**config.mk**
```make
export PLATFORM = sky130hd
export DESIGN_NAME = utf8_stream_decoder
export DESIGN_NICKNAME = d
export VERILOG_FILES = /design/src/sv/u8dec_pkg.sv /design/src/sv/utf8_stream_decoder.sv
export SDC_FILE = /design/constraint.sdc
export NUM_CORES = 1
export LEC_CHECK = 0
export BUFFER_PORTS_ARGS = -buffer_cell sky130_fd_sc_hd__clkbuf_2
export CORE_MARGIN = 2
export CORE_UTILIZATION = 53
export DETAILED_ROUTE_END_ITERATION = 8
export PLACE_DENSITY_LB_ADDON = 0.12
export SLEW_MARGIN = 0
export SYNTH_ARGS = -nofsm -noshare
export SYNTH_HDL_FRONTEND = slang
export SYNTH_SLANG_ARGS = --single-unit
```
**constraint.sdc**
```tcl
create_clock -name clk -period 4.7 [get_ports clk]
set_input_delay 1.41 -clock clk [delete_from_list [all_inputs] [get_ports clk]]
set_output_delay 1.41 -clock clk [all_outputs]
set_load 0.05 [all_outputs]
```
**src/sv/u8dec_pkg.sv**
```systemverilog
// u8dec_pkg: shared types and constants for the utf-8 stream decoder
// no dependencies; used by utf8_stream_decoder, u8dec_sva and the bench checker
package u8dec_pkg;

  localparam int unsigned BYTE_W = 8;
  localparam int unsigned CP_W   = 21;
  localparam int unsigned PEND_W = 2;

  typedef logic [BYTE_W-1:0] byte_t;
  typedef logic [CP_W-1:0]   code_point_t;
  typedef logic [PEND_W-1:0] pend_t;

  // U+FFFD, given for malformed or truncated input
  localparam code_point_t REPLACEMENT_CHAR = 21'h00FFFD;

  localparam pend_t PEND_NONE  = 2'd0;
  localparam pend_t PEND_ONE   = 2'd1;
  localparam pend_t PEND_TWO   = 2'd2;
  localparam pend_t PEND_THREE = 2'd3;

endpackage

```
**src/sv/utf8_stream_decoder.sv**
```systemverilog
// utf8_stream_decoder: byte-serial utf-8 to code point decoder
// output: the code point of a character is loaded into the output register when its last byte is taken
// throughput: one byte per cycle; in_ready drops only while a result waits on out_ready
// reset: synchronous, active-low rst_n clears the pending count, accumulator and out_valid
// depends on u8dec_pkg for types and constants
module utf8_stream_decoder (
  input  logic                     clk,
  input  logic                     rst_n,
  // input channel: one raw byte per beat
  input  logic                     in_valid,
  output logic                     in_ready,
  input  u8dec_pkg::byte_t         in_byte,
  // result channel: one code point per beat
  output logic                     out_valid,
  input  logic                     out_ready,
  output u8dec_pkg::code_point_t   out_code_point
);

  // decode state
  u8dec_pkg::pend_t       pend_r, pend_nxt;
  u8dec_pkg::code_point_t acc_r, acc_nxt;

  // output register
  logic                   out_valid_r, out_valid_nxt;
  u8dec_pkg::code_point_t out_cp_r, out_cp_nxt;

  // per-beat decode results
  logic                   in_fire;
  logic                   emit;
  u8dec_pkg::code_point_t emit_cp;
  u8dec_pkg::code_point_t acc_shift;
  logic                   is_cont;

  // a new byte is taken whenever the output register is free or is being drained
  assign in_ready = !out_valid_r || out_ready;
  assign in_fire  = in_valid && in_ready;

  // continuation bytes look like 10xxxxxx
  assign is_cont   = (in_byte[7:6] == 2'b10);
  // six more payload bits shift in; the top bits fall off the 21-bit window
  assign acc_shift = {acc_r[u8dec_pkg::CP_W-7:0], in_byte[5:0]};

  always_comb begin
    pend_nxt = pend_r;
    acc_nxt  = acc_r;
    emit     = 1'b0;
    emit_cp  = u8dec_pkg::REPLACEMENT_CHAR;
    if (in_fire) begin
      if (pend_r == u8dec_pkg::PEND_NONE) begin
        priority if (in_byte == '0) begin
          // terminator between characters: nothing to report
          emit = 1'b0;
        end else if (!in_byte[7]) begin
          // plain ascii passes through
          emit    = 1'b1;
          emit_cp = {13'd0, in_byte};
        end else if (is_cont) begin
          // stray continuation byte
          emit = 1'b1;
        end else if (in_byte[7:5] == 3'b110) begin
          pend_nxt = u8dec_pkg::PEND_ONE;
          acc_nxt  = {16'd0, in_byte[4:0]};
        end else if (in_byte[7:4] == 4'b1110) begin
          pend_nxt = u8dec_pkg::PEND_TWO;
          acc_nxt  = {17'd0, in_byte[3:0]};
        end else if (in_byte[7:3] == 5'b11110) begin
          pend_nxt = u8dec_pkg::PEND_THREE;
          acc_nxt  = {18'd0, in_byte[2:0]};
        end else begin
          // 0xf8 to 0xff never start a sequence
          emit = 1'b1;
        end
      end else if (!is_cont) begin
        // terminator or broken sequence: abandon it, the offending byte is dropped
        emit     = 1'b1;
        pend_nxt = u8dec_pkg::PEND_NONE;
        acc_nxt  = '0;
      end else if (pend_r == u8dec_pkg::PEND_ONE) begin
        // last continuation byte completes the character
        emit     = 1'b1;
        emit_cp  = acc_shift;
        pend_nxt = u8dec_pkg::PEND_NONE;
        acc_nxt  = '0;
      end else begin
        pend_nxt = pend_r - u8dec_pkg::PEND_ONE;
        acc_nxt  = acc_shift;
      end
    end
  end

  // output register: loads on a producing beat, empties when the consumer takes it
  always_comb begin
    out_valid_nxt = out_valid_r;
    out_cp_nxt    = out_cp_r;
    if (emit) begin
      out_valid_nxt = 1'b1;
      out_cp_nxt    = emit_cp;
    end else if (out_ready) begin
      out_valid_nxt = 1'b0;
    end
  end

  always_ff @(posedge clk) begin
    if (!rst_n) begin
      pend_r      <= u8dec_pkg::PEND_NONE;
      acc_r       <= '0;
      out_valid_r <= 1'b0;
    end else begin
      pend_r      <= pend_nxt;
      acc_r       <= acc_nxt;
      out_valid_r <= out_valid_nxt;
    end
  end

  // payload needs no reset
  always_ff @(posedge clk) begin
    out_cp_r <= out_cp_nxt;
  end

  assign out_valid      = out_valid_r;
  assign out_code_point = out_cp_r;

endmodule

```
Yosys cells after proc, flatten, opt, wreduce, memory -nomap -nowiden. Index checks and enable logic that the tools add are counted.

Output and inout bits: 23. Input bits: 12. Word-level logic and storage cells: 56. Register bits after elaboration: 39.

$add $sub $neg: 1. Mux-type cells: 35. Equal/unequal tests: 9. Reduce and logical (&&, ||, !) cells: 7.

Operator list (number): $mux W15 (9); $mux W21 (3); $mux W16 (2); $mux W2 (9); $mux W1 (12); $logic_not A8 Y1 (1); $ne A2 B2 Y1 const B (3); $eq A5 B5 Y1 const B (1); $reduce_and A5 Y1 (1); $eq A4 B4 Y1 const B (1); $ne A4 B1 Y1 const B (1); $eq A3 B3 Y1 const B (1); $eq A2 B1 Y1 const B (1); $eq A2 B2 Y1 const B (1); $logic_not A2 Y1 (1); $reduce_bool A2 Y1 (1); $sub A2 B1 Y2 const B (1); $logic_and A1 B1 Y1 (1); $logic_not A1 Y1 (1); $logic_or A1 B1 Y1 (1).

Depth between registers and ports, before layout. Gate-level depths: netlist (run 1).

Depth in word-level cells: 10. Gate-level depth with buffers: 9.

Worst setup path before layout (run 1). OpenSTA, ideal clock, no wires.

Kind: input port to flip-flop. From: input port out_ready. To: register out_cp_r[0], in the netlist out_code_point[0] (enable). Required time: 4.275 ns. Arrival time: 3.800 ns. Path slack: 0.475 ns. Cell stages on the path: 4. Path through: nand2b_1 clkbuf_1 nand2_1 nor3_1.

Cells in the longest elaborated chain, start to end: 3.

RTL lines: start, declared (RTL line utf8_stream_decoder.sv:15) `input logic out_ready,`; $logic_or A1 B1 Y1 (RTL line utf8_stream_decoder.sv:35) `assign in_ready = !out_valid_r || out_ready;`; net in_ready (RTL line utf8_stream_decoder.sv:11) `output logic in_ready,`; $logic_and A1 B1 Y1 (RTL line utf8_stream_decoder.sv:36) `assign in_fire = in_valid && in_ready;`; $mux W1 (RTL line utf8_stream_decoder.sv:48) `if (in_fire) begin`; net emit (RTL line utf8_stream_decoder.sv:29) `logic emit;`; end signal, assigned (RTL line utf8_stream_decoder.sv:117) `out_cp_r <= out_cp_nxt;`; end, declared (RTL line utf8_stream_decoder.sv:25) `u8dec_pkg::code_point_t out_cp_r, out_cp_nxt;`.

The timed path passes the listed nets, and every way through them passes these cells. A chain may end at the register's enable or synchronous reset.

Final worst setup path (run 1).
From: input port out_ready. To: output port in_ready.

Cells in the longest elaborated chain, start to end: 1.

RTL lines (RTL line): $logic_or A1 B1 Y1 (utf8_stream_decoder.sv:35); end, declared (utf8_stream_decoder.sv:11).

Every way passes these cells.

==> results of run 1 <==
## per-stage QoR
step	instances	hold WS [ps]	setup slack [ps]	utilization, %	instance area, µm²
floorplan	165	427	475	-	1690
global route	243	482	1270	64.4	1970
CTS	243	460	1300	64.4	1970
finish	243	459	1310	64.4	1970
global placement	235	440	1330	61.7	1880
detailed placement	235	443	1300	61.7	1880
## cells by family (layout without fill, tap and decap cells)
| group | count (synthesis) | count (layout) | synth area share, % |
|---|---|---|---|
| AO/OA/AOI/OAI | 40 | 40 | 14.2 |
| adder cells (fa/ha/maj) | 2 | 2 | 1.48 |
| buffers and inverters | 24 | 58 | 6.14 |
| flip-flops | 39 | 39 | 58.6 |
| AND/OR/NAND/NOR | 60 | 60 | 19.5 |
## how the worst max path moves through the flow
stage              start                         endpoint  slack, ps  depth (start not counted)
2_1_floorplan  out_ready  out_code_point[0]$_SDFFCE_PN1P_        470                          4
3_3_place_gp   out_ready                         in_ready       1330                          3
3_5_place_dp   out_ready                         in_ready       1300                          3
4_1_cts        out_ready                         in_ready       1300                          3
5_1_grt        out_ready                         in_ready       1270                          3
6_report       out_ready                         in_ready       1310                          3
## state kept, by name, indices dropped and copies added (netlist names)
name and cells:
out_valid 1, out_code_point 21, pend_r 2, acc_r 15
## per-layer routing
| metal | global-route usage, % | vias to the layer above | wire (µm) |
|---|---|---|---|
| met5 | 0 | - | 0 |
| met4 | 10.6 | 0 | 59 |
| met3 | 3.84 | 5 | 139 |
| met2 | 34.3 | 36 | 1630 |
| met1 | 23.4 | 615 | 1340 |
| li1 | - | 654 | - |
## area by class of cell
class                   instances  area share, %
flip-flops and latches         39           50.4
multi-input cells             102           30.6
repair buffers                 36           9.42
well taps                      44           2.80
inverters                      14           2.67
clock inverters                 3           2.23
clock buffers                   5           1.91
## power by group through the flow
stage | clock network, µW | logic [µW] | registers (µW)
floorplan | 0 | 64.7 | 438
global placement | 0 | 138 | 393
detailed placement | 0 | 141 | 393
CTS | 232 | 141 | 386
global route | 241 | 153 | 388
finish | 225 | 141 | 385
## placed cells by master (no fill, tap or decap), types with 2 or more instances in the layout
master,count
clkbuf_2,34
edfxtp_1,21
nand2_1,19
dfxtp_1,18
a21oi_1,16
nand3_1,14
inv_1,13
o21ai_0,12
and2_1,7
or2b_1,5
clkbuf_4,5
nand4_1,3
nand4b_1,3
or4_1,2
nor2_1,2
o21a_1,2
ha_1,2
buf_4,2
## worst reg2reg max path: cells and delay by family (launching register included)
kind,cells,cell delay [ps]
compound gates,3,760
fa+ha+maj,1,410
buf+inv,1,70
flops,1,350
simple gates,1,660
==> results.toml, run 1 <==
[run_status]
status = "completed"

[global_routing]
grt_usage_pct = 19.9
grt_pass1_wl_um = 5270
antenna_found_initial = 0
grt_max_degree = 22
grt_pass1_vias = 1198
grt_overflow = 0

[power]
swShare_pct = 30.0
p_seq_share_pct = 51.3
clkPwrFrac_pct = 29.9
p_comb_share_pct = 18.7
p_total_uw = 751
p_int_uw = 526
p_sw_uw = 225
power_leakage_uw = 0.000693
max-vdd-ir-drop_mv = 0.203
powerDensity_nw_per_um2 = 382

[detailed_routing]
via_count = 1310
first_pass_iters = 4
drtIter0Drc = 29
wl_per_cell_um = 13.1
wl_um = 3180
drtAntennaViolNets = 0
post_drt_via_cell_ratio = 5.39
route.detailed.drc = 0

[sta]
fin_crit_sh_pct = 72.2
clock.fmax_mhz = 295
rsz0062_at_grt = "no"
maxSlewViolCount = 0
worst_pin_slew_ps = 703
fin_crit_ps = 3390
finClkSkew_ps = 12.4
timing_hold_violations_final = 0
finalSetupViolations = 0
relSlewSlack_pct = 52.9
fin_tns_setup_ps = 0

[min_path]
hold-path-endpoint = "acc_r[9]$_SDFFE_PN0P_"
hp-start = "acc_r[9]$_SDFFE_PN0P_"
hold-path-cell-count = 2
hp-class = "reg -> reg"

[clock_network]
clock_latency_ps = 350
post_cts_buffers = 0
cts-hold-fix-buffers = 0
cts_resized = 0
clock_path_buffers = 2
htree_levels = 2
path_clk_slew_ps = 110
clock_sink_count = 39
cts_tree = "yes"
cts_inserted_buffers = 5
cts_root_buffer = "clkbuf_4"

[setup_path]
slowest_stage = "clkbuf_2"
crit_chain = "clkbuf_2 -> nand2b_1 -> clkbuf_2"
critPathMaxStageDelay_ps = 310
start_kind = "primary input"
crit_top_cell = "clkbuf_2"
worstSetupPathType = "in -> out"
r2r_start = "pend_r[0]$_SDFFE_PN0P_"
rr_endpoint = "pend_r[0]$_SDFFE_PN0P_"
worst-path-buf-inv = 2
crit_path_max_fanout = 6
r2r_setup_slack_ps = 2330
cp-end-kind = "primary output"
r2r.worst_path.cells = 6
crit_family = "buffers and inverters"
crit_arrival_ps = 1980
worstPathRequired_ps = 3290

[synthesis]
synth_top_cells_by_count = "edfxtp_1, nand2_1, dfxtp_1"
synth.avg_cell_area_um2 = 10.2
yosysMostFrequentCell = "edfxtp_1"
synth_area_um2 = 1690
ys_types = 34
yosys.area.top_type = "edfxtp_1"
async_flop_share_pct = 0
synth_fp_nets = 179
yosys_warnings = 0
synth_top_cell_area_share_pct = 37.3
synth-edff-count = 21
ys_ff_latch = 39
ys_seq_area_share_pct = 58.6
synth_area_leaders = "edfxtp_1, dfxtp_1, a21oi_1, nand2_1, nand3_1"
ys.flop_type = "edfxtp_1"
synth_cells = 165

[final_layout]
seq_area_um2 = 991
nets = 212
multi_input_area_um2 = 601
antennaDiodeCount = 0
syn2layout_area_growth_pct = 16.3
drive_gt1_share_pct = 24.1
n_fill_cell = 270

[floorplan]
fp.dieH_um = 60.5
start_util_pct = 55.4
pin_count = 35
core_um2 = 3050
die-area_um2 = 3660
fp.dieW_um = 60.5
rows = 20

[placed_design]
hpwl_um = 2210
port_buffers = 34
place.gp.congestion = 0.883

[flow_run]
max_cap_viol_count = 0
Power figures use the tool's default switching activity.
==> inputs of run 2 (changes only) <==
--- a/config.mk
+++ b/config.mk
@@ -7,7 +7,7 @@
 export LEC_CHECK = 0
 export BUFFER_PORTS_ARGS = -buffer_cell sky130_fd_sc_hd__clkbuf_2
 export CORE_MARGIN = 2
-export CORE_UTILIZATION = 53
+export CORE_UTILIZATION = 48
 export DETAILED_ROUTE_END_ITERATION = 8
 export PLACE_DENSITY_LB_ADDON = 0.12
 export SLEW_MARGIN = 0
==> constraint.sdc (replaced) <==
create_clock -name clk -period 3 [get_ports clk]
set_input_delay 0.9 -clock clk [delete_from_list [all_inputs] [get_ports clk]]
set_output_delay 0.9 -clock clk [all_outputs]
set_load 0.05 [all_outputs]
==> run 2 against run 1 <==
  * Die area up 9.7%
  * Highest routed layer unchanged
  * Worst setup slack worse by 680 ps
  * Total power up 60%
  * Via count up 1.8%
  * Cell area up 1.1%
  * Clock power up 66%
  * First-iteration DRC count up 66%
  * Count of clock-buffer cells in the layout up 1
  * Register-to-register slack worse by 1500 ps
  * Flip-flop and latch count unchanged
  * Routed wire length up 5.8%
  * Global-route usage down 1.4 points
==> results.toml, run 2 (synthesis results as in run 1) <==
[run_status]
status = "completed"

[detailed_routing]
wl_met2_um = 1680
route.detailed.drc = 0
via_count = 1334
drt-met1-wl_um = 1430
wl_per_cell_um = 13.7
drtAntennaViolNets = 0
highest_layer = "met4"
drtIter0Drc = 48
post_drt_via_cell_ratio = 5.42
first_pass_iters = 4
wl_um = 3360
met3_length_um = 160

[setup_path]
critPathMaxStageDelay_ps = 310
crit_chain = "clkbuf_2 -> nand2b_1 -> clkbuf_2"
start_kind = "primary input"
crit_path_max_fanout = 6
worstSetupPathType = "in -> out"
crit_top_cell = "clkbuf_2"
crit_family = "buffers and inverters"
cp-end-kind = "primary output"
worstPathRequired_ps = 2100
worst-path-buf-inv = 2
crit_arrival_ps = 1470
slowest_stage = "clkbuf_2"
r2r.worst_path.cells = 6
r2r_setup_slack_ps = 810
r2r_start = "pend_r[0]$_SDFFE_PN0P_"
rr_endpoint = "pend_r[1]$_SDFFE_PN0P_"
cp.depth = 3

[sta]
rsz0062_at_grt = "no"
worst_pin_slew_ps = 646
fin_crit_sh_pct = 79.0
finClkSkew_ps = 16.5
finalSetupViolations = 0
timing_hold_violations_final = 0
fin_crit_ps = 2370
clock.fmax_mhz = 422
fin_hold_ws_ps = 457
fin_tns_setup_ps = 0
relSlewSlack_pct = 56.9
maxSlewViolCount = 0

[clock_network]
cts_resized = 0
cts-hold-fix-buffers = 0
clock_sink_count = 39
path_clk_slew_ps = 130
clock_latency_ps = 360
cts_tree = "yes"
cts_root_buffer = "clkbuf_4"
clock_path_buffers = 2
htree_levels = 2
post_cts_buffers = 0
cts_inserted_buffers = 5

[global_routing]
antenna_found_initial = 0
grt_max_degree = 22
grt_pass1_wl_um = 5600
grt_pass1_vias = 1263
grt_overflow = 0
grt_usage_pct = 18.5

[final_layout]
mostFrequentLayoutCells = "clkbuf_2, edfxtp_1, nand2_1"
syn2layout_area_growth_pct = 17.5
final_common_cell = "clkbuf_2"
n_fill_cell = 349
antennaDiodeCount = 0
fin_util_pct = 59.1
nets = 213
layoutNonFillerInstCount = 246
drive_gt1_share_pct = 24.5
largest_reg_flops = 21

[power]
powerDensity_nw_per_um2 = 606
p_total_uw = 1200
max-vdd-ir-drop_mv = 0.335
power_leakage_uw = 0.000702

[floorplan]
fp.dieW_um = 63.3
fp.dieH_um = 63.3
pin_count = 35
start_util_pct = 50.3
rows = 21
core_um2 = 3360
die-area_um2 = 4010

[min_path]
hold-path-cell-count = 2
hp-start = "acc_r[9]$_SDFFE_PN0P_"
hp-class = "reg -> reg"
hold-path-endpoint = "acc_r[9]$_SDFFE_PN0P_"

[flow_run]
max_cap_viol_count = 0

[placed_design]
hpwl_um = 2320
place.gp.congestion = 0.847
port_buffers = 34
dp_cells = 238
[run 2: layout make-up]
class	instances	area [µm²]	area share, %
Clock buffer	6	51.3	2.58
Timing Repair Buffer	37	193	9.70
Clock inverter	2	35.0	1.76
Inverter	14	52.6	2.64
Sequential cell	39	991	49.9
Tap cell	46	57.6	2.90
Multi-Input combinational cell	102	607	30.5
[run 2: worst max-delay path by stage]
stage,startpoint,to,slack [ps]
after floorplan,out_ready,out_code_point[0]$_SDFFCE_PN1P_,170
after global placement,in_byte[6],out_code_point[13]$_SDFFCE_PN1P_,520
after detailed placement,in_byte[6],out_code_point[19]$_SDFFCE_PP0P_,460
after CTS,out_ready,in_ready,630
after global routing,pend_r[0]$_SDFFE_PN0P_,acc_r[3]$_SDFFE_PN0P_,560
final,out_ready,in_ready,630
[run 2: report_power, final]
part	internal (µW)	switching, µW	total [µW]
Combinational	56.0	170	226
Sequential	595	9.13	605
Clock	197	178	374
[run 2: metrics by stage]
step	cell area (µm²)	setup slack (ps)
3_5_place_dp	1900	464
4_1_cts	1990	626
3_3_place_gp	1900	519
2_1_floorplan	1700	172
6_report	1990	631
5_1_grt	1990	564
[run 2: worst min-delay path: stages (launching register included)]
cell	delay (ps)
dfxtp_1	330
nand2_1	50
a21oi_1	50
[run 2: per-layer routing]
| metal | up-vias | track usage, % |
|---|---|---|
| met5 | - | 0 |
| met3 | 7 | 5.36 |
| met1 | 634 | 21.3 |
| met2 | 41 | 30.9 |
| li1 | 652 | - |
| met4 | 0 | 10.1 |
